[config.mk]
export PLATFORM = sky130hd
export DESIGN_NAME = kern_pitch_token_parser_unit
export DESIGN_NICKNAME = d
export VERILOG_FILES = /design/src/rtl/core/kptp_pkg.sv /design/src/rtl/core/kptp_front.sv /design/src/rtl/core/kptp_queue.sv /design/src/rtl/core/kptp_back.sv /design/src/rtl/core/kern_pitch_token_parser_unit.sv
export SDC_FILE = /design/constraint.sdc
export NUM_CORES = 1
export LEC_CHECK = 0
export ABC_AREA = 1
export BUFFER_PORTS_ARGS = -buffer_cell sky130_fd_sc_hd__buf_2
export CORE_UTILIZATION = 45
export DETAILED_ROUTE_END_ITERATION = 10
export PLACE_DENSITY = 0.62
export SYNTH_ARGS = -nofsm -noshare
export SYNTH_HDL_FRONTEND = slang
export SYNTH_SLANG_ARGS = --single-unit
[constraint.sdc]
create_clock -name clk -period 5.4 [get_ports clk]
set_input_delay 0.54 -clock clk [delete_from_list [all_inputs] [get_ports clk]]
set_output_delay 0.54 -clock clk [all_outputs]
set_load 0.005 [all_outputs]
[src/rtl/core/kptp_pkg.sv]
`timescale 1ns / 1ps
`default_nettype none
// ----------------------------------------------------------------------------
// kptp_pkg
// Shared types, constants and lookup functions of the kern pitch token parser.
// ----------------------------------------------------------------------------
package kptp_pkg;

  // default saturation limit of the letter and accidental counters
  localparam int COUNT_LIMIT_DEF = 15;

  // entries in the queue between the front and the back
  localparam int QUEUE_DEPTH = 2;

  // result status codes
  typedef enum logic [1:0] {
    ST_OK         = 2'd0,
    ST_REST       = 2'd1,
    ST_NO_PITCH   = 2'd2,
    ST_BAD_OCTAVE = 2'd3
  } status_t;

  // what the subtoken has fixed so far
  typedef enum logic [1:0] {
    CS_NONE   = 2'd0,
    CS_LETTER = 2'd1,
    CS_REST   = 2'd2
  } class_stat_t;

  // base-40 offset of each diatonic class, C..B
  function automatic logic [5:0] class40(input logic [2:0] cls);
    logic [5:0] v;
    case (cls)
      3'd0:    v = 6'd0;
      3'd1:    v = 6'd6;
      3'd2:    v = 6'd12;
      3'd3:    v = 6'd17;
      3'd4:    v = 6'd23;
      3'd5:    v = 6'd29;
      3'd6:    v = 6'd35;
      default: v = 6'd0;
    endcase
    return v;
  endfunction

  // chromatic offset of each diatonic class, C..B
  function automatic logic [3:0] class12(input logic [2:0] cls);
    logic [3:0] v;
    case (cls)
      3'd0:    v = 4'd0;
      3'd1:    v = 4'd2;
      3'd2:    v = 4'd4;
      3'd3:    v = 4'd5;
      3'd4:    v = 4'd7;
      3'd5:    v = 4'd9;
      3'd6:    v = 4'd11;
      default: v = 4'd0;
    endcase
    return v;
  endfunction

  // diatonic class from the low three bits of a letter, A..G or a..g
  function automatic logic [2:0] letter_class(input logic [2:0] lsb);
    logic [2:0] v;
    case (lsb)
      3'd1:    v = 3'd5;
      3'd2:    v = 3'd6;
      3'd3:    v = 3'd0;
      3'd4:    v = 3'd1;
      3'd5:    v = 3'd2;
      3'd6:    v = 3'd3;
      3'd7:    v = 3'd4;
      default: v = 3'd0;
    endcase
    return v;
  endfunction

endpackage
`default_nettype wire

[src/rtl/core/kptp_front.sv]
`timescale 1ns / 1ps
`default_nettype none
// ----------------------------------------------------------------------------
// kptp_front
// Takes characters, tracks the token state and on the last character pushes
// a classified token record (status, class, accidental, octave) to the queue.
// ----------------------------------------------------------------------------
module kptp_front
  import kptp_pkg::*;
#(
  parameter int COUNT_LIMIT = COUNT_LIMIT_DEF,
  localparam int CW = $clog2(COUNT_LIMIT + 1),
  localparam int AW = CW + 1,
  localparam int OW = CW + 2,
  localparam int RW = 5 + AW + OW
) (
  input  wire logic          clk,
  input  wire logic          rst_n,
  input  wire logic          in_valid,
  output logic               in_stall,
  input  wire logic [7:0]    in_char_code,
  input  wire logic          in_last_char,
  input  wire logic          q_full,
  output logic               q_push,
  output logic [RW-1:0]      q_rec
);

  localparam logic [7:0] CH_SPACE = 8'h20;
  localparam logic [7:0] CH_REST  = 8'h72;
  localparam logic [7:0] CH_SHARP = 8'h23;
  localparam logic [7:0] CH_FLAT  = 8'h2D;
  localparam logic [7:0] CH_UP_A  = 8'h41;
  localparam logic [7:0] CH_UP_G  = 8'h47;
  localparam logic [7:0] CH_LO_A  = 8'h61;
  localparam logic [7:0] CH_LO_G  = 8'h67;

  localparam logic [CW-1:0]        CNT_MAX = CW'(COUNT_LIMIT);
  localparam logic signed [AW-1:0] ACC_MAX = AW'(COUNT_LIMIT);
  localparam logic signed [AW-1:0] ACC_MIN = -ACC_MAX;

  logic                done_r, done_nxt;
  class_stat_t         cs_r, cs_nxt;
  logic [2:0]          cls_r, cls_nxt;
  logic [CW-1:0]       up_r, up_nxt;
  logic [CW-1:0]       lo_r, lo_nxt;
  logic signed [AW-1:0] acc_r, acc_nxt;
  logic                rest_r, rest_nxt;

  logic                accept;
  logic                is_upper;
  logic                is_lower;
  status_t             rec_status;
  logic [2:0]          rec_cls;
  logic signed [AW-1:0] rec_acc;
  logic signed [OW-1:0] rec_oct;

  // handshake
  assign in_stall = q_full;
  assign accept   = in_valid && !in_stall;
  assign q_push   = accept && in_last_char;

  assign is_upper = (in_char_code >= CH_UP_A) && (in_char_code <= CH_UP_G);
  assign is_lower = (in_char_code >= CH_LO_A) && (in_char_code <= CH_LO_G);

  // per-character state update
  always_comb begin
    done_nxt = done_r;
    cs_nxt   = cs_r;
    cls_nxt  = cls_r;
    up_nxt   = up_r;
    lo_nxt   = lo_r;
    acc_nxt  = acc_r;
    rest_nxt = rest_r;
    if (!done_r) begin
      if (in_char_code == CH_SPACE) begin
        done_nxt = 1'b1;
      end else if (in_char_code == CH_REST) begin
        rest_nxt = 1'b1;
        if (cs_r == CS_NONE) cs_nxt = CS_REST;
      end else if (is_upper || is_lower) begin
        if (is_upper) begin
          if (up_r < CNT_MAX) up_nxt = up_r + 1'b1;
        end else if (lo_r < CNT_MAX) begin
          lo_nxt = lo_r + 1'b1;
        end
        if (cs_r == CS_NONE) begin
          cs_nxt  = CS_LETTER;
          cls_nxt = letter_class(in_char_code[2:0]);
        end
      end else if (in_char_code == CH_SHARP) begin
        if (acc_r < ACC_MAX) acc_nxt = acc_r + AW'(1);
      end else if (in_char_code == CH_FLAT) begin
        if (acc_r > ACC_MIN) acc_nxt = acc_r - AW'(1);
      end
    end
  end

  // classify the finished token
  always_comb begin
    rec_cls    = 3'd0;
    rec_acc    = '0;
    rec_oct    = '0;
    rec_status = ST_NO_PITCH;
    unique case (cs_nxt)
      CS_REST: rec_status = ST_REST;
      CS_LETTER: begin
        rec_cls = cls_nxt;
        rec_acc = acc_nxt;
        if (rest_nxt || (up_nxt != '0 && lo_nxt != '0)) begin
          rec_status = ST_BAD_OCTAVE;
        end else begin
          rec_status = ST_OK;
          if (up_nxt != '0) begin
            rec_oct = $signed(OW'(4)) - $signed({2'b00, up_nxt});
          end else begin
            rec_oct = $signed(OW'(3)) + $signed({2'b00, lo_nxt});
          end
        end
      end
      default: rec_status = ST_NO_PITCH;
    endcase
  end

  assign q_rec = {rec_status, rec_cls, rec_acc, rec_oct};

  // token state, cleared after each last character
  always_ff @(posedge clk) begin
    if (!rst_n || q_push) begin
      done_r <= 1'b0;
      cs_r   <= CS_NONE;
      cls_r  <= 3'd0;
      up_r   <= '0;
      lo_r   <= '0;
      acc_r  <= '0;
      rest_r <= 1'b0;
    end else if (accept) begin
      done_r <= done_nxt;
      cs_r   <= cs_nxt;
      cls_r  <= cls_nxt;
      up_r   <= up_nxt;
      lo_r   <= lo_nxt;
      acc_r  <= acc_nxt;
      rest_r <= rest_nxt;
    end
  end

endmodule
`default_nettype wire

[src/rtl/core/kptp_queue.sv]
`timescale 1ns / 1ps
`default_nettype none
// ----------------------------------------------------------------------------
// kptp_queue
// Small register queue of token records between the front and the back.
// ----------------------------------------------------------------------------
module kptp_queue
  import kptp_pkg::*;
#(
  parameter int WIDTH = 8,
  parameter int DEPTH = QUEUE_DEPTH,
  localparam int PW = (DEPTH > 1) ? $clog2(DEPTH) : 1,
  localparam int NW = $clog2(DEPTH + 1)
) (
  input  wire logic             clk,
  input  wire logic             rst_n,
  input  wire logic             push,
  input  wire logic [WIDTH-1:0] push_data,
  input  wire logic             pop,
  output logic [WIDTH-1:0]      pop_data,
  output logic                  full,
  output logic                  empty
);

  localparam logic [PW-1:0] LAST_PTR = PW'(DEPTH - 1);
  localparam logic [NW-1:0] FULL_CNT = NW'(DEPTH);

  logic [WIDTH-1:0] mem_r [DEPTH];
  logic [PW-1:0]    wr_ptr_r, wr_ptr_nxt;
  logic [PW-1:0]    rd_ptr_r, rd_ptr_nxt;
  logic [NW-1:0]    cnt_r, cnt_nxt;

  assign full     = (cnt_r == FULL_CNT);
  assign empty    = (cnt_r == '0);
  assign pop_data = mem_r[rd_ptr_r];

  // pointer and fill count update
  always_comb begin
    wr_ptr_nxt = wr_ptr_r;
    rd_ptr_nxt = rd_ptr_r;
    cnt_nxt    = cnt_r;
    if (push) wr_ptr_nxt = (wr_ptr_r == LAST_PTR) ? '0 : wr_ptr_r + 1'b1;
    if (pop)  rd_ptr_nxt = (rd_ptr_r == LAST_PTR) ? '0 : rd_ptr_r + 1'b1;
    if (push && !pop)      cnt_nxt = cnt_r + 1'b1;
    else if (pop && !push) cnt_nxt = cnt_r - 1'b1;
  end

  always_ff @(posedge clk) begin
    if (!rst_n) begin
      wr_ptr_r <= '0;
      rd_ptr_r <= '0;
      cnt_r    <= '0;
    end else begin
      wr_ptr_r <= wr_ptr_nxt;
      rd_ptr_r <= rd_ptr_nxt;
      cnt_r    <= cnt_nxt;
    end
  end

  // entry storage
  always_ff @(posedge clk) begin
    if (push) mem_r[wr_ptr_r] <= push_data;
  end

endmodule
`default_nettype wire

[src/rtl/core/kptp_back.sv]
`timescale 1ns / 1ps
`default_nettype none
// ----------------------------------------------------------------------------
// kptp_back
// Pops token records, forms the base-40, base-12, MIDI and base-7 numbers
// and holds the result item in the output register.
// ----------------------------------------------------------------------------
module kptp_back
  import kptp_pkg::*;
#(
  parameter int COUNT_LIMIT = COUNT_LIMIT_DEF,
  localparam int CW = $clog2(COUNT_LIMIT + 1),
  localparam int AW = CW + 1,
  localparam int OW = CW + 2,
  localparam int RW = 5 + AW + OW,
  localparam int PW = CW + 10
) (
  input  wire logic          clk,
  input  wire logic          rst_n,
  input  wire logic [RW-1:0] q_rec,
  input  wire logic          q_empty,
  output logic               q_pop,
  output logic               out_valid,
  input  wire logic          out_stall,
  output logic [1:0]         out_status,
  output logic [2:0]         out_diatonic_class,
  output logic signed [4:0]  out_accidental,
  output logic signed [5:0]  out_octave_number,
  output logic signed [10:0] out_base40_pitch,
  output logic signed [8:0]  out_base12_pitch,
  output logic signed [8:0]  out_midi_note,
  output logic signed [8:0]  out_base7_pitch
);

  status_t              rec_status;
  logic [2:0]           rec_cls;
  logic signed [AW-1:0] rec_acc;
  logic signed [OW-1:0] rec_oct;

  logic signed [PW-1:0] acc_x, oct_x, cls_x;
  logic signed [PW-1:0] b40, b12, midi, b7;

  logic                 valid_r;
  logic [1:0]           status_r;
  logic [2:0]           cls_r;
  logic signed [4:0]    acc_r;
  logic signed [5:0]    oct_r;
  logic signed [10:0]   b40_r;
  logic signed [8:0]    b12_r, midi_r, b7_r;

  // unpack the record
  assign rec_status = status_t'(q_rec[RW-1 -: 2]);
  assign rec_cls    = q_rec[RW-3 -: 3];
  assign rec_acc    = q_rec[OW +: AW];
  assign rec_oct    = q_rec[OW-1:0];

  assign acc_x = {{(PW-AW){rec_acc[AW-1]}}, rec_acc};
  assign oct_x = {{(PW-OW){rec_oct[OW-1]}}, rec_oct};
  assign cls_x = {{(PW-3){1'b0}}, rec_cls};

  // pitch numbers, zero unless the status is ok
  always_comb begin
    b40  = '0;
    b12  = '0;
    midi = '0;
    b7   = '0;
    if (rec_status == ST_OK) begin
      b40  = $signed({{(PW-6){1'b0}}, class40(rec_cls)}) + $signed(PW'(2)) + acc_x
             + (oct_x <<< 5) + (oct_x <<< 3);
      b12  = $signed({{(PW-4){1'b0}}, class12(rec_cls)}) + acc_x
             + (oct_x <<< 3) + (oct_x <<< 2);
      midi = b12 + $signed(PW'(12));
      b7   = cls_x + (oct_x <<< 3) - oct_x;
    end
  end

  // output register
  assign q_pop     = !q_empty && (!valid_r || !out_stall);
  assign out_valid = valid_r;

  always_ff @(posedge clk) begin
    if (!rst_n) begin
      valid_r <= 1'b0;
    end else if (q_pop) begin
      valid_r <= 1'b1;
    end else if (!out_stall) begin
      valid_r <= 1'b0;
    end
  end

  always_ff @(posedge clk) begin
    if (q_pop) begin
      status_r <= rec_status;
      cls_r    <= rec_cls;
      acc_r    <= acc_x[4:0];
      oct_r    <= oct_x[5:0];
      b40_r    <= b40[10:0];
      b12_r    <= b12[8:0];
      midi_r   <= midi[8:0];
      b7_r     <= b7[8:0];
    end
  end

  assign out_status         = status_r;
  assign out_diatonic_class = cls_r;
  assign out_accidental     = acc_r;
  assign out_octave_number  = oct_r;
  assign out_base40_pitch   = b40_r;
  assign out_base12_pitch   = b12_r;
  assign out_midi_note      = midi_r;
  assign out_base7_pitch    = b7_r;

endmodule
`default_nettype wire

[src/rtl/core/kern_pitch_token_parser_unit.sv]
`timescale 1ns / 1ps
`default_nettype none
// ----------------------------------------------------------------------------
// kern_pitch_token_parser_unit
// Parses a kern pitch token one character per item and gives one result item
// per token with status, class, accidental, octave and pitch numbers.
// ----------------------------------------------------------------------------
//  channel   direction  handshake             payload
//  in_       input      in_valid / in_stall   char_code, last_char
//  out_      output     out_valid / out_stall status, class, accidental,
//                                             octave, pitch numbers
//
//  one character item per cycle while in_stall is low; the token counters are
//  registers; a result passes through the record queue and the output register
//  in_stall rises only when the two-entry record queue is full, i.e. when
//  out_stall has held results back
//  synchronous active-low reset clears the token state, the queue and
//  out_valid
// ----------------------------------------------------------------------------
module kern_pitch_token_parser_unit
  import kptp_pkg::*;
#(
  parameter int COUNT_LIMIT = COUNT_LIMIT_DEF
) (
  input  wire logic          clk,
  input  wire logic          rst_n,
  input  wire logic          in_valid,
  output logic               in_stall,
  input  wire logic [7:0]    in_char_code,
  input  wire logic          in_last_char,
  output logic               out_valid,
  input  wire logic          out_stall,
  output logic [1:0]         out_status,
  output logic [2:0]         out_diatonic_class,
  output logic signed [4:0]  out_accidental,
  output logic signed [5:0]  out_octave_number,
  output logic signed [10:0] out_base40_pitch,
  output logic signed [8:0]  out_base12_pitch,
  output logic signed [8:0]  out_midi_note,
  output logic signed [8:0]  out_base7_pitch
);

  localparam int CW = $clog2(COUNT_LIMIT + 1);
  localparam int RW = 5 + (CW + 1) + (CW + 2);

  logic          q_push, q_pop, q_full, q_empty;
  logic [RW-1:0] push_rec, pop_rec;

  // character front
  kptp_front #(
    .COUNT_LIMIT (COUNT_LIMIT)
  ) u_front (
    .clk          (clk),
    .rst_n        (rst_n),
    .in_valid     (in_valid),
    .in_stall     (in_stall),
    .in_char_code (in_char_code),
    .in_last_char (in_last_char),
    .q_full       (q_full),
    .q_push       (q_push),
    .q_rec        (push_rec)
  );

  // record queue
  kptp_queue #(
    .WIDTH (RW),
    .DEPTH (QUEUE_DEPTH)
  ) u_queue (
    .clk       (clk),
    .rst_n     (rst_n),
    .push      (q_push),
    .push_data (push_rec),
    .pop       (q_pop),
    .pop_data  (pop_rec),
    .full      (q_full),
    .empty     (q_empty)
  );

  // pitch back end
  kptp_back #(
    .COUNT_LIMIT (COUNT_LIMIT)
  ) u_back (
    .clk                (clk),
    .rst_n              (rst_n),
    .q_rec              (pop_rec),
    .q_empty            (q_empty),
    .q_pop              (q_pop),
    .out_valid          (out_valid),
    .out_stall          (out_stall),
    .out_status         (out_status),
    .out_diatonic_class (out_diatonic_class),
    .out_accidental     (out_accidental),
    .out_octave_number  (out_octave_number),
    .out_base40_pitch   (out_base40_pitch),
    .out_base12_pitch   (out_base12_pitch),
    .out_midi_note      (out_midi_note),
    .out_base7_pitch    (out_base7_pitch)
  );

`ifndef ASSERT_OFF
  // a finished token is waiting in the queue on the next cycle
  a_push_lands: assert property (@(posedge clk) disable iff (!rst_n)
    q_push |=> !q_empty)
    else $error("token record lost after push");

  // a new result appears only after a queue pop
  a_rise_needs_pop: assert property (@(posedge clk) disable iff (!rst_n)
    $rose(out_valid) |-> $past(q_pop))
    else $error("result without a popped record");

  // pitch numbers stay zero unless the status is ok
  a_zero_unless_ok: assert property (@(posedge clk) disable iff (!rst_n)
    (out_valid && out_status != ST_OK) |->
      (out_octave_number == 6'sd0 && out_base40_pitch == 11'sd0 &&
       out_base12_pitch == 9'sd0 && out_midi_note == 9'sd0 &&
       out_base7_pitch == 9'sd0))
    else $error("pitch numbers set on a non-ok result");

  // the front never pushes into a full queue
  a_no_overflow: assert property (@(posedge clk) disable iff (!rst_n)
    q_full |-> !q_push)
    else $error("push into full queue");
`endif

endmodule
`default_nettype wire
* Word-level counts from Yosys, hierarchy flattened
Memories as Yosys holds them, arrays and structs flattened. A register that Yosys moved wholly into a read port is not among the register bits.
Index checks and enable logic that the tools add are counted.
Widths: inputs -> output; s select.
** Word-level totals
- Register bits after elaboration :: 79
- Memory bits (writable) :: 32
- Input port bits :: 13
- Output and inout bits :: 56
- Logic and storage cells :: 151
- Memories :: 1
** Operators by class
- Add/subtract/negate cells :: 20
- Order comparisons :: 8
- Equality and inequality tests :: 20
- Multiplexer cells :: 58
- Reductions and logical operators :: 25
** Memory list
- u_queue.mem_r :: depth 2, bits a word 16, read ports 1, clocked after Yosys merged registers in 1, write ports 1, line kptp_queue.sv:28 : logic [WIDTH-1:0] mem_r [DEPTH];
** Operators by type and width (count)
- $mux 4 :: 13
- $mux 5 :: 9
- $pmux 6 s6 :: 1
- $eq 8x6->1 const B :: 3
- $mux 6 :: 4
- $pmux 4 s6 :: 1
- $eq 3x3->1 const B :: 7
- $mux 2 :: 9
- $mux 3 :: 6
- $pmux 3 s6 :: 1
- $ge 8x7->1 const B :: 2
- $le 8x7->1 const B :: 2
- $mux 1 :: 13
- $add 11x11->11 :: 1
- $add 11x9->11 :: 1
- $add 4x9->9 :: 1
- $add 6x9->9 :: 1
- $add 8x5->9 :: 1
- $add 9x5->9 const B :: 1
- $add 9x8->9 :: 1
- $eq 3x2->1 const B :: 3
- $sub 9x6->9 :: 1
- $add 4x1->4 const B :: 2
- $eq 8x7->1 const B :: 1
- other kinds (23) :: 46

* Depth between registers and ports, before layout
Gate-level depths: netlist of run 1.
- Depth after elaboration :: 12
- Mapped depth :: 32
- Depth with buffers taken out :: 31

* Hierarchy
From an unflattened synthesis of run 1, not the netlist that was laid out.
** Second synthesis, totals
- Cells, all modules :: 786
- Area total of the unflattened synthesis :: 7006.7 um2
** Modules (own cells, without submodules)
- kptp_back :: times used 1, cells an instance 371, area each 3587.2 um2
- kptp_front :: times used 1, cells an instance 330, area each 1981.9 um2
- kptp_queue :: times used 1, cells an instance 85, area each 1437.6 um2

* Worst setup path after synthesis of run 1
Ideal clock, no wire load.
- Path kind :: flip-flop to flip-flop
- Start :: register (tool-made name)
- End :: register u_back.b40_r[10] (netlist: u_back.out_base40_pitch[10]), data pin
- Library setup time :: 0.271 ns
- Data arrival time :: 4.242 ns
- Path slack :: 0.887 ns
- Stages on the path, launching flop included :: 28
- Clock period less this slack :: 4.513 ns
- Path through :: dfxtp_1 -> buf_4 -> inv_1 -> or2_2 -> o21ai_1 -> inv_1 -> nand3_1 -> o211ai_1 -> ha_1 -> ha_1 -> a21oi_1 -> nand2_1 -> a21oi_1 -> o21bai_1 -> a21oi_1 -> o21ai_0 -> xnor2_1 -> fa_1 -> inv_1 -> ha_1 -> inv_1 -> o21bai_1 -> nand2_1 -> nand2_1 -> a21oi_1 -> xor2_1 -> o21ai_0 -> a21oi_1
** RTL lines
- to (signal assigned) :: line kptp_back.sv:97 : b40_r <= b40[10:0];
- to (decl) :: line kptp_back.sv:48 : logic signed [10:0] b40_r;

==> reports/qor.yml, run 1 <==
floorplanning:
  coreArea_um2: 14100
  placementRows: 43
  die_y_um: 123
  start_util_pct: 46.9
  fp.dieW_um: 123
  io_pins: 69
  die-area_um2: 15200
outcome:
  status: "complete, no violations"
synthesis:
  ys_ff_latch: 109
  yosysWarnings: 0
  synth_edf_count: 83
  yosysUniqueCellTypes: 44
  synth_top_family_by_area: "simple AND/OR/NAND/NOR gates"
  syn_inst: 736
  synth_compound_gate_area_share_pct: 11.6
  async_reset_ff_share_pct: 0
  synth-simple-area-share_pct: 17.4
  synth_xor_area_share_pct: 2.76
  syn_nets: 816
  yosysSeqAreaShare_pct: 45.5
  synth_ff_type: "edfxtp_1"
  synth-adder-area-share_pct: 14.5
  yosys-mux-area-fraction_pct: 0.151
  postSynthAreaPerCell_um2: 8.99
  synth.cell_area_um2: 6620
global_routing:
  antenna_found_initial: 0
  met3_usage_pct: 2.44
  grt_pass1_wl_um: 21400
  grt_pass1_vias: 4746
  grt.busiest_layer: "met2"
  grt-ovfl-total: 0
  use_met1_pct: 21.6
  grt_start_max_net_pins: 55
  grtUsageMet2_pct: 31.8
  grt_use_total_pct: 18.1
routing:
  wl_per_cell_um: 13.0
  finalWirelength_um: 12900
  drt_iter0_markers: 296
  antenna_left: 0
  dr.pass1.iters: 5
  drc: 0
  vias: 5019
  via_per_inst: 5.05
cts:
  cts_tree: "done"
  clkTransAtPathRegs_ps: 70
  cts_sinks: 109
  cts-root-buf: "clkbuf_16"
  clk_path_buf_depth: 2
  cts.htree.levels: 3
  cts_buffers: 9
  clk_latency_ps: 350
sta:
  fin_setup_tns_ps: 0
  drv_slew: 0
  slew_headroom_pct: 33.5
  worst_pin_slew_ps: 993
  hold_viol: 0
  fin_crit_sh_pct: 92.1
  fmax_mhz: 201
  finalCriticalPeriod_ps: 4970
  fin_worst_skew_ps: 11.1
  rsz0062_at_grt: "false"
  setup_violations: 0
worst_setup_path:
  crit_type: "flop to flop"
  worstPathArrival_ps: 5170
  r2r_setup_slack_ps: 430
  crit_path_max_fanout: 5
  crit_path_start_kind: "flop"
  crit_slowest_cell: "fa_1"
  cpLargestDelayFamily: "adder cells"
  critPathRequiredTime_ps: 5590
  path_buf_inv: 4
  cp_slowest_stage_delay_ps: 500
  cp-end-kind: "flop"
finish:
  final_cell_count_no_fill: 994
  drive_gt1_share_pct: 16.6
  area_growth_pct: 13.3
  finalNetCount: 889
  nFillCells: 1298
  diodes: 0
  final_common_cell: "nand2_1"
  final_cell_mix: "nand2_1 (129), inv_1 (111), edfxtp_1 (83)"
power:
  leakagePower_nw: 3.48
  ir_drop_mv: 0.292
  powerDensity_nw_per_um2: 713
placement:
  place_congestion: 0.839
  dp.final_hpwl_um: 9910
  portBuffers: 68
  post-place-cells: 975
hold_path:
  hp-class: "flop to flop"
flow_run:
  max_cap_viol_count: 0
## stage by stage
| step | instance area (um^2) | hold slack, ps | total power [mW] | utilization, % | worst slack [ps] |
|---|---|---|---|---|---|
| CTS | 7460 | 449 | 5.38 | 52.9 | 294 |
| finish | 7500 | 451 | 5.35 | 53.2 | 428 |
| floorplan | 6620 | 425 | 3.84 | - | 887 |
| global route | 7500 | 483 | 5.96 | 53.2 | 1.67 |
| detailed placement | 7150 | 438 | 4.66 | 50.7 | 343 |
| global placement | 7150 | 437 | 4.54 | 50.7 | 581 |
## repair_timing
action | CTS | global route
hold buffers | 0 | 0
resized for setup | 0 | 7
endpoints found under the setup margin | 0 | 2
buffers inserted | 0 | 2
## final cells by class
| cell class | instances | area (um^2) | area share [%] |
|---|---|---|---|
| Timing Repair Buffer | 75 | 393 | 5.24 |
| Inverter | 122 | 462 | 6.16 |
| Multi-Input combinational cell | 491 | 3090 | 41.2 |
| Clock buffer | 12 | 258 | 3.44 |
| Timing Repair inverter | 1 | 5.00 | 0.0668 |
| Tap cell | 180 | 225 | 3.00 |
| Clock inverter | 4 | 53.8 | 0.718 |
| Sequential cell | 109 | 3010 | 40.2 |
## per-layer routing
| metal | up-vias | wire, um |
|---|---|---|
| li1 | 2569 | - |
| met1 | 2303 | 5630 |
| met2 | 118 | 6450 |
| met3 | 29 | 436 |
| met4 | 0 | 365 |
| met5 | - | 0 |
## path summary, 6_finish.rpt
kind	from	endpoint	depth (start not counted)
hold / removal	u_queue.rd_ptr_r	flop	1
setup reg to reg	flop	u_back.out_base40_pitch[10]	27
setup / recovery	flop	u_back.out_base40_pitch[10]	27
hold reg to reg	u_queue.rd_ptr_r	flop	1
## logic make-up after synthesis
group / Yosys count
flip-flops: 109
multiplexers: 1
other: 2
buffers and inverters: 136
XOR/XNOR: 20
AO/OA/AOI/OAI: 143
adder cells (fa/ha/maj): 67
AND/OR/NAND/NOR: 258
## cells in the mapped netlist (all sizes together), types with 8 or more instances
cell,number,area [um^2]
fa,16,320
a21oi,57,289
inv,121,454
ha,51,638
or2,12,75.1
dfxtp,26,521
nand3,26,165
clkbuf,8,30.0
nand2,138,546
xnor2,8,70.1
nor2,70,284
xor2,12,113
o21ai,69,353
edfxtp,83,2490
## state kept, by name (all words and copies together), names as in the netlist, 3 cells and up, named ones only
register                   cells
u_queue.mem_r                 32
u_back.out_base40_pitch       10
u_back.out_base7_pitch         9
u_back.out_diatonic_class      3
u_back.out_midi_note           9
u_front.cls_r                  3
u_front.lo_r                   4
u_back.out_octave_number       6
u_front.up_r                   4
u_back.out_base12_pitch        7
u_front.acc_r                  5
u_back.out_accidental          5
## where the power goes
| part | leakage, nW | total, mW | switching, mW | internal (mW) |
|---|---|---|---|---|
| clock | 0.152 | 0.689 | 0.299 | 0.391 |
| sequential | 1.01 | 1.37 | 0.0817 | 1.29 |
| combinational | 2.31 | 3.29 | 2.02 | 1.27 |
No activity file was read; power rests on OpenSTA's default activity.
==> run 2, diff against run 1 <==
--- a/config.mk
+++ b/config.mk
@@ -6,10 +6,10 @@
 export NUM_CORES = 1
 export LEC_CHECK = 0
 export ABC_AREA = 1
-export BUFFER_PORTS_ARGS = -buffer_cell sky130_fd_sc_hd__buf_2
 export CORE_UTILIZATION = 45
 export DETAILED_ROUTE_END_ITERATION = 10
-export PLACE_DENSITY = 0.62
+export DONT_BUFFER_PORTS = 1
+export PLACE_DENSITY = 0.58
 export SYNTH_ARGS = -nofsm -noshare
 export SYNTH_HDL_FRONTEND = slang
 export SYNTH_SLANG_ARGS = --single-unit
==> run 2 against run 1 <==
  * Sequential share of layout area rose by 2.1 points
  * Cell area decreased by 5.0%
  * Final cell count decreased by 7.0%
  * Maximum frequency down 0.73%
  * Non-clock buffer count fell by 69
  * Flip-flop and latch count stayed put
  * First-iteration DRC count down 36%
==> reports/qor.yml, run 2 (synthesis results as in run 1) <==
sta:
  worst_pin_slew_ps: 1080  # +89.1 ps
  fmax_mhz: 200  # -0.73%
  fin_worst_skew_ps: 8.46  # -2.65 ps
  slew_headroom_pct: 27.8  # -5.7 points
  rsz0062_at_grt: "false"
  worst_hold_slack_ps: 313  # -138 ps
  finalCriticalPeriod_ps: 5010  # +36.5 ps
  setup_violations: 0  # unchanged
  fin_setup_tns_ps: 0  # unchanged
  hold_viol: 0  # unchanged
  fin_crit_sh_pct: 92.8  # +0.68 points
  drv_slew: 0  # unchanged
finish:
  drive_gt1_share_pct: 8.33  # -8.3 points
  final_cell_mix: "nand2_1 (129), inv_1 (113), edfxtp_1 (83)"
  area_growth_pct: 7.58
  final_common_cell: "nand2_1"
  largest_reg_flops: 32  # unchanged
  finalNetCount: 819  # -7.9%
  largest-register: "u_queue.mem_r"
  diodes: 0  # unchanged
floorplanning:
  die_y_um: 123  # unchanged
  placementRows: 43  # unchanged
  io_pins: 69  # unchanged
  start_util_pct: 46.9  # unchanged
  fp.dieW_um: 123  # unchanged
  coreArea_um2: 14100  # unchanged
  die-area_um2: 15200  # unchanged
cts:
  cts-root-buf: "clkbuf_16"
  clk_latency_ps: 350  # about the same
  clkTransAtPathRegs_ps: 70  # about the same
  clk_path_buf_depth: 2  # unchanged
  cts_buffers: 9  # unchanged
  cts.htree.levels: 3  # unchanged
  cts_sinks: 109  # unchanged
  cts_tree: "done"
global_routing:
  met3_usage_pct: 3.92  # +1.5 points
  grt_use_total_pct: 18.3  # +0.16 points
  grt_pass1_wl_um: 21400  # +0.16%
  use_met1_pct: 20.7  # -0.87 points
  grt_start_max_net_pins: 55  # unchanged
  grtUsageMet2_pct: 32.4  # +0.63 points
  grt.busiest_layer: "met2"
  grt_pass1_vias: 4739  # -0.15%
  grt-ovfl-total: 0  # unchanged
  antenna_found_initial: 0  # unchanged
routing:
  via_per_inst: 5.05  # about the same
  finalWirelength_um: 12500  # -2.7%
  drt_iter0_markers: 190  # -36%
  dr.pass1.iters: 4  # -1
  antenna_left: 0  # unchanged
  drc: 0  # unchanged
  wl_per_cell_um: 13.6  # +4.7%
  vias: 4666  # -7.0%
flow_run:
  max_cap_viol_count: 0  # unchanged
placement:
  portBuffers: 0  # -100%
  dp.final_hpwl_um: 9690  # -2.2%
  place_congestion: 0.867  # +3.3%
outcome:
  status: "complete, no violations"
worst_setup_path:
  crit_path_start_kind: "flop"
  crit_type: "flop to flop"
  crit_path_max_fanout: 15  # +10
  worstPathArrival_ps: 5100  # -70 ps
  cp-end-kind: "flop"
  critPathRequiredTime_ps: 5490  # -100 ps
hold_path:
  hp-class: "input pin to flop"
[run 2: changes by cell type in the layout (fill, tap and decap cells not counted), moves of 2 or more]
| cell | delta |
|---|---|
| buf_2 | -68 |
| inv_1 | +2 |
| o21ai_1 | +3 |
| o21ai_2 | -3 |
[run 2: final cells by class]
type	count	area, um^2
fillers	1303	6980
multi-input cells	491	3090
flip-flops and latches	109	3010
inverters	122	458
clock buffers	12	258
well taps	180	225
repair buffers	6	45.0
clock inverters	4	31.3
[run 2: through the flow]
| step | cells | setup slack [ps] | cell area, um^2 | util [%] |
|---|---|---|---|---|
| floorplan | 736 | 887 | 6620 | - |
| global placement | 907 | 579 | 6810 | 48.3 |
| detailed placement | 907 | 289 | 6810 | 48.3 |
| CTS | 923 | 260 | 7100 | 50.4 |
| global route | 924 | 10.2 | 7120 | 50.5 |
| finish | 924 | 391 | 7120 | 50.5 |
[run 2: path summary, 6_finish.rpt]
| path | start | end | slack [ps] | cells after the start |
|---|---|---|---|---|
| max | flop | u_back.out_base40_pitch[10] | 390 | 24 |
| min reg2reg | u_queue.rd_ptr_r | u_queue.rd_ptr_r | 450 | 1 |
| max reg2reg | flop | u_back.out_base40_pitch[10] | 390 | 24 |
| min | rst_n | u_queue.wr_ptr_r | 310 | 2 |
[run 2: metal layers]
metal	vias up	routed length [um]
li1	2425	-
met1	2117	5430
met2	93	6290
met5	-	0
met3	31	433
met4	0	375
[run 2: critical path, stage by stage (launching register included)]
cell,delay (ps)
dfxtp_1,330
inv_1,180
or2_2,320
o21ai_1,250
inv_1,180
nand3_1,150
o211ai_1,110
ha_1,310
ha_1,320
a21oi_1,130
nand2_1,90
a21oi_1,150
o21bai_1,110
xnor2_1,200
fa_1,490
fa_1,420
inv_1,90
a21oi_1,70
o21bai_1,220
nand2_1,90
nand2_1,60
a21oi_1,70
xor2_1,150
o21ai_0,180
a21oi_1,60
[run 2: what timing repair did]
action / CTS / global route
hold buffers: 0 / 0
buffers inserted: 0 / 1
setup endpoints to repair: 0 / 2
resized for setup: 0 / 4
Power of run 2 is not shown: default switching activity piles up to over one toggle a cycle in this logic, so the estimate is an artifact.
==> run 3, diff against run 2 <==
--- a/config.mk
+++ b/config.mk
@@ -6,10 +6,13 @@
 export NUM_CORES = 1
 export LEC_CHECK = 0
 export ABC_AREA = 1
-export CORE_UTILIZATION = 45
+export CELL_PAD_IN_SITES_DETAIL_PLACEMENT = 0
+export CELL_PAD_IN_SITES_GLOBAL_PLACEMENT = 1
+export CORE_MARGIN = 1
+export CORE_UTILIZATION = 49
 export DETAILED_ROUTE_END_ITERATION = 10
 export DONT_BUFFER_PORTS = 1
-export PLACE_DENSITY = 0.58
+export PLACE_DENSITY = 0.78
 export SYNTH_ARGS = -nofsm -noshare
 export SYNTH_HDL_FRONTEND = slang
 export SYNTH_SLANG_ARGS = --single-unit
==> run 3 against run 2 <==
  * Via count down 0.94%
  * Maximum frequency is 0.20% higher
  * Worst setup slack better by 9.9 ps
  * Flip-flop and latch count unchanged
  * Clock-buffer cell count grew 2
  * Non-clock buffer count grew 1
  * Global-route usage up 0.70 points
  * Core utilization is 3.5 points higher
  * Critical endpoint unchanged
==> reports/qor.yml, run 3 (synthesis results as in run 1) <==
global_routing:
  grt_start_max_net_pins: 55  # unchanged
  grt_use_total_pct: 19.0  # +0.70 points
  grt.busiest_layer: "met2"
  antenna_found_initial: 0  # unchanged
  met3_usage_pct: 4.05  # +0.13 points
  grtUsageMet2_pct: 32.5  # +0.063 points
  grt-ovfl-total: 0  # unchanged
  grt_pass1_vias: 4501  # -5.0%
  use_met1_pct: 23.2  # +2.5 points
  grt_pass1_wl_um: 20900  # -2.2%
placement:
  portBuffers: 0  # unchanged
  place_congestion: 0.912  # +5.2%
  dp.final_hpwl_um: 9590  # -1.1%
  place_area_um2: 6810  # about the same
  post-place-cells: 904  # -0.33%
finish:
  drive_gt1_share_pct: 8.05  # -0.28 points
  diodes: 0  # unchanged
  fin_util_pct: 54.0  # +3.5 points
  final_cell_count_no_fill: 921  # -0.32%
  area_growth_pct: 7.56  # about the same
  final_cell_mix: "nand2_1 (129), inv_1 (113), edfxtp_1 (83)"
  largest-register: "u_queue.mem_r"
  final_common_cell: "nand2_1"
  finalNetCount: 820  # +0.12%
  largest_reg_flops: 32  # unchanged
  finalInstanceArea_um2: 7120  # about the same
cts:
  clkTransAtPathRegs_ps: 70  # about the same
  cts_sinks: 109  # unchanged
  cts_tree: "done"
  cts.htree.levels: 3  # unchanged
  cts-root-buf: "clkbuf_16"
  clk_latency_ps: 350  # about the same
  clk_path_buf_depth: 2  # unchanged
  cts_buffers: 9  # unchanged
routing:
  antenna_left: 0  # unchanged
  drt_iter0_markers: 211  # +11%
  wl_per_cell_um: 13.4  # -1.3%
  vias: 4622  # -0.94%
  drc: 0  # unchanged
  finalWirelength_um: 12300  # -1.6%
  via_per_inst: 5.02  # -0.62%
  dr.pass1.iters: 4  # unchanged
worst_setup_path:
  crit_path_max_fanout: 10  # -5
  r2r_end: "u_back.out_base40_pitch[10]"
  crit_top_cell: "nand2_1"
  crit_path_start_kind: "flop"
  cp_slowest_stage_delay_ps: 500  # about the same
  cp-end-kind: "flop"
  r2r_setup_slack_ps: 400  # about the same
  worstPathArrival_ps: 5080  # -20 ps
  critPathRequiredTime_ps: 5480  # about the same
  rr_worst_depth: 28  # +17%
  crit_slowest_cell: "fa_1"
  crit_type: "flop to flop"
sta:
  worst_pin_slew_ps: 1060  # -27.1 ps
  hold_viol: 0  # unchanged
  fin_worst_skew_ps: 7.41  # -1.05 ps
  fmax_mhz: 200  # +0.20%
  finalCriticalPeriod_ps: 5000  # -9.87 ps
  fin_crit_sh_pct: 92.6  # -0.18 points
  drv_slew: 0  # unchanged
  slew_headroom_pct: 29.7  # +1.8 points
  setup_violations: 0  # unchanged
  worst_hold_slack_ps: 325  # +12.0 ps
hold_path:
  min_path_cells: 2  # unchanged
  hp-class: "input pin to flop"
  min_to: "u_queue.cnt_r[0]"
  worstHoldStart: "rst_n"
floorplanning:
  placementRows: 42  # -2.3%
  start_util_pct: 50.2  # +3.2 points
  die_y_um: 118  # -4.1%
  io_pins: 69  # unchanged
  coreArea_um2: 13200  # -6.4%
  fp.dieW_um: 118  # -4.1%
  die-area_um2: 14000  # -8.0%
outcome:
  status: "complete, no violations"
flow_run:
  max_cap_viol_count: 0  # unchanged
-- run 3: cell type report --
type                       count  area, um^2
sequential                   109        3010
clock buffer                  14         287
multi-input combinational    491        3080
fill                        1203        6070
timing repair buffer           7        52.6
tap                          176         220
clock inverter                 2        11.3
inverter                     122         458
-- run 3: what timing repair did --
| item | in CTS | in global routing |
|---|---|---|
| hold buffers | 0 | 0 |
| endpoints found under the setup margin | 0 | 1 |
| buffers inserted | 0 | 1 |
| gates resized for setup | 0 | 1 |
| hold endpoints to repair | 0 | 0 |
-- run 3: worst max-delay path: cells and delay by family, from the launching register on --
| family | cells | cell delay [ps] |
|---|---|---|
| fa+ha+maj | 4 | 1430 |
| compound gates | 7 | 1000 |
| buf+inv | 5 | 500 |
| xor+xnor | 2 | 470 |
| flops | 1 | 340 |
| simple gates | 10 | 1000 |
-- run 3: how the worst max path moves through the flow --
| stage | from | to | slack, ps |
|---|---|---|---|
| final | flop | u_back.out_base40_pitch[10] | 400 |
| after global routing | flop | u_back.out_base40_pitch[10] | -6 |
| after CTS | flop | u_back.out_base40_pitch[9] | 360 |
| after detailed placement | flop | u_back.out_base40_pitch[9] | 380 |
| after global placement | flop | u_back.out_base40_pitch[9] | 580 |
| after floorplan | flop | u_back.out_base40_pitch[10] | 890 |
-- run 3: per-layer routing --
layer  vias up  wire, um
met3        23       401
met5         -         0
met4         0       310
met2        89      6070
met1      2082      5540
li1       2428         -
-- run 3: through the flow --
step	setup slack, ps	TNS [ps]
3_5_place_dp	385	0
3_3_place_gp	585	0
5_1_grt	-5.72	-5.72
2_1_floorplan	887	0
4_1_cts	364	0
6_report	401	0
Power of run 3 is left out for the same reason.
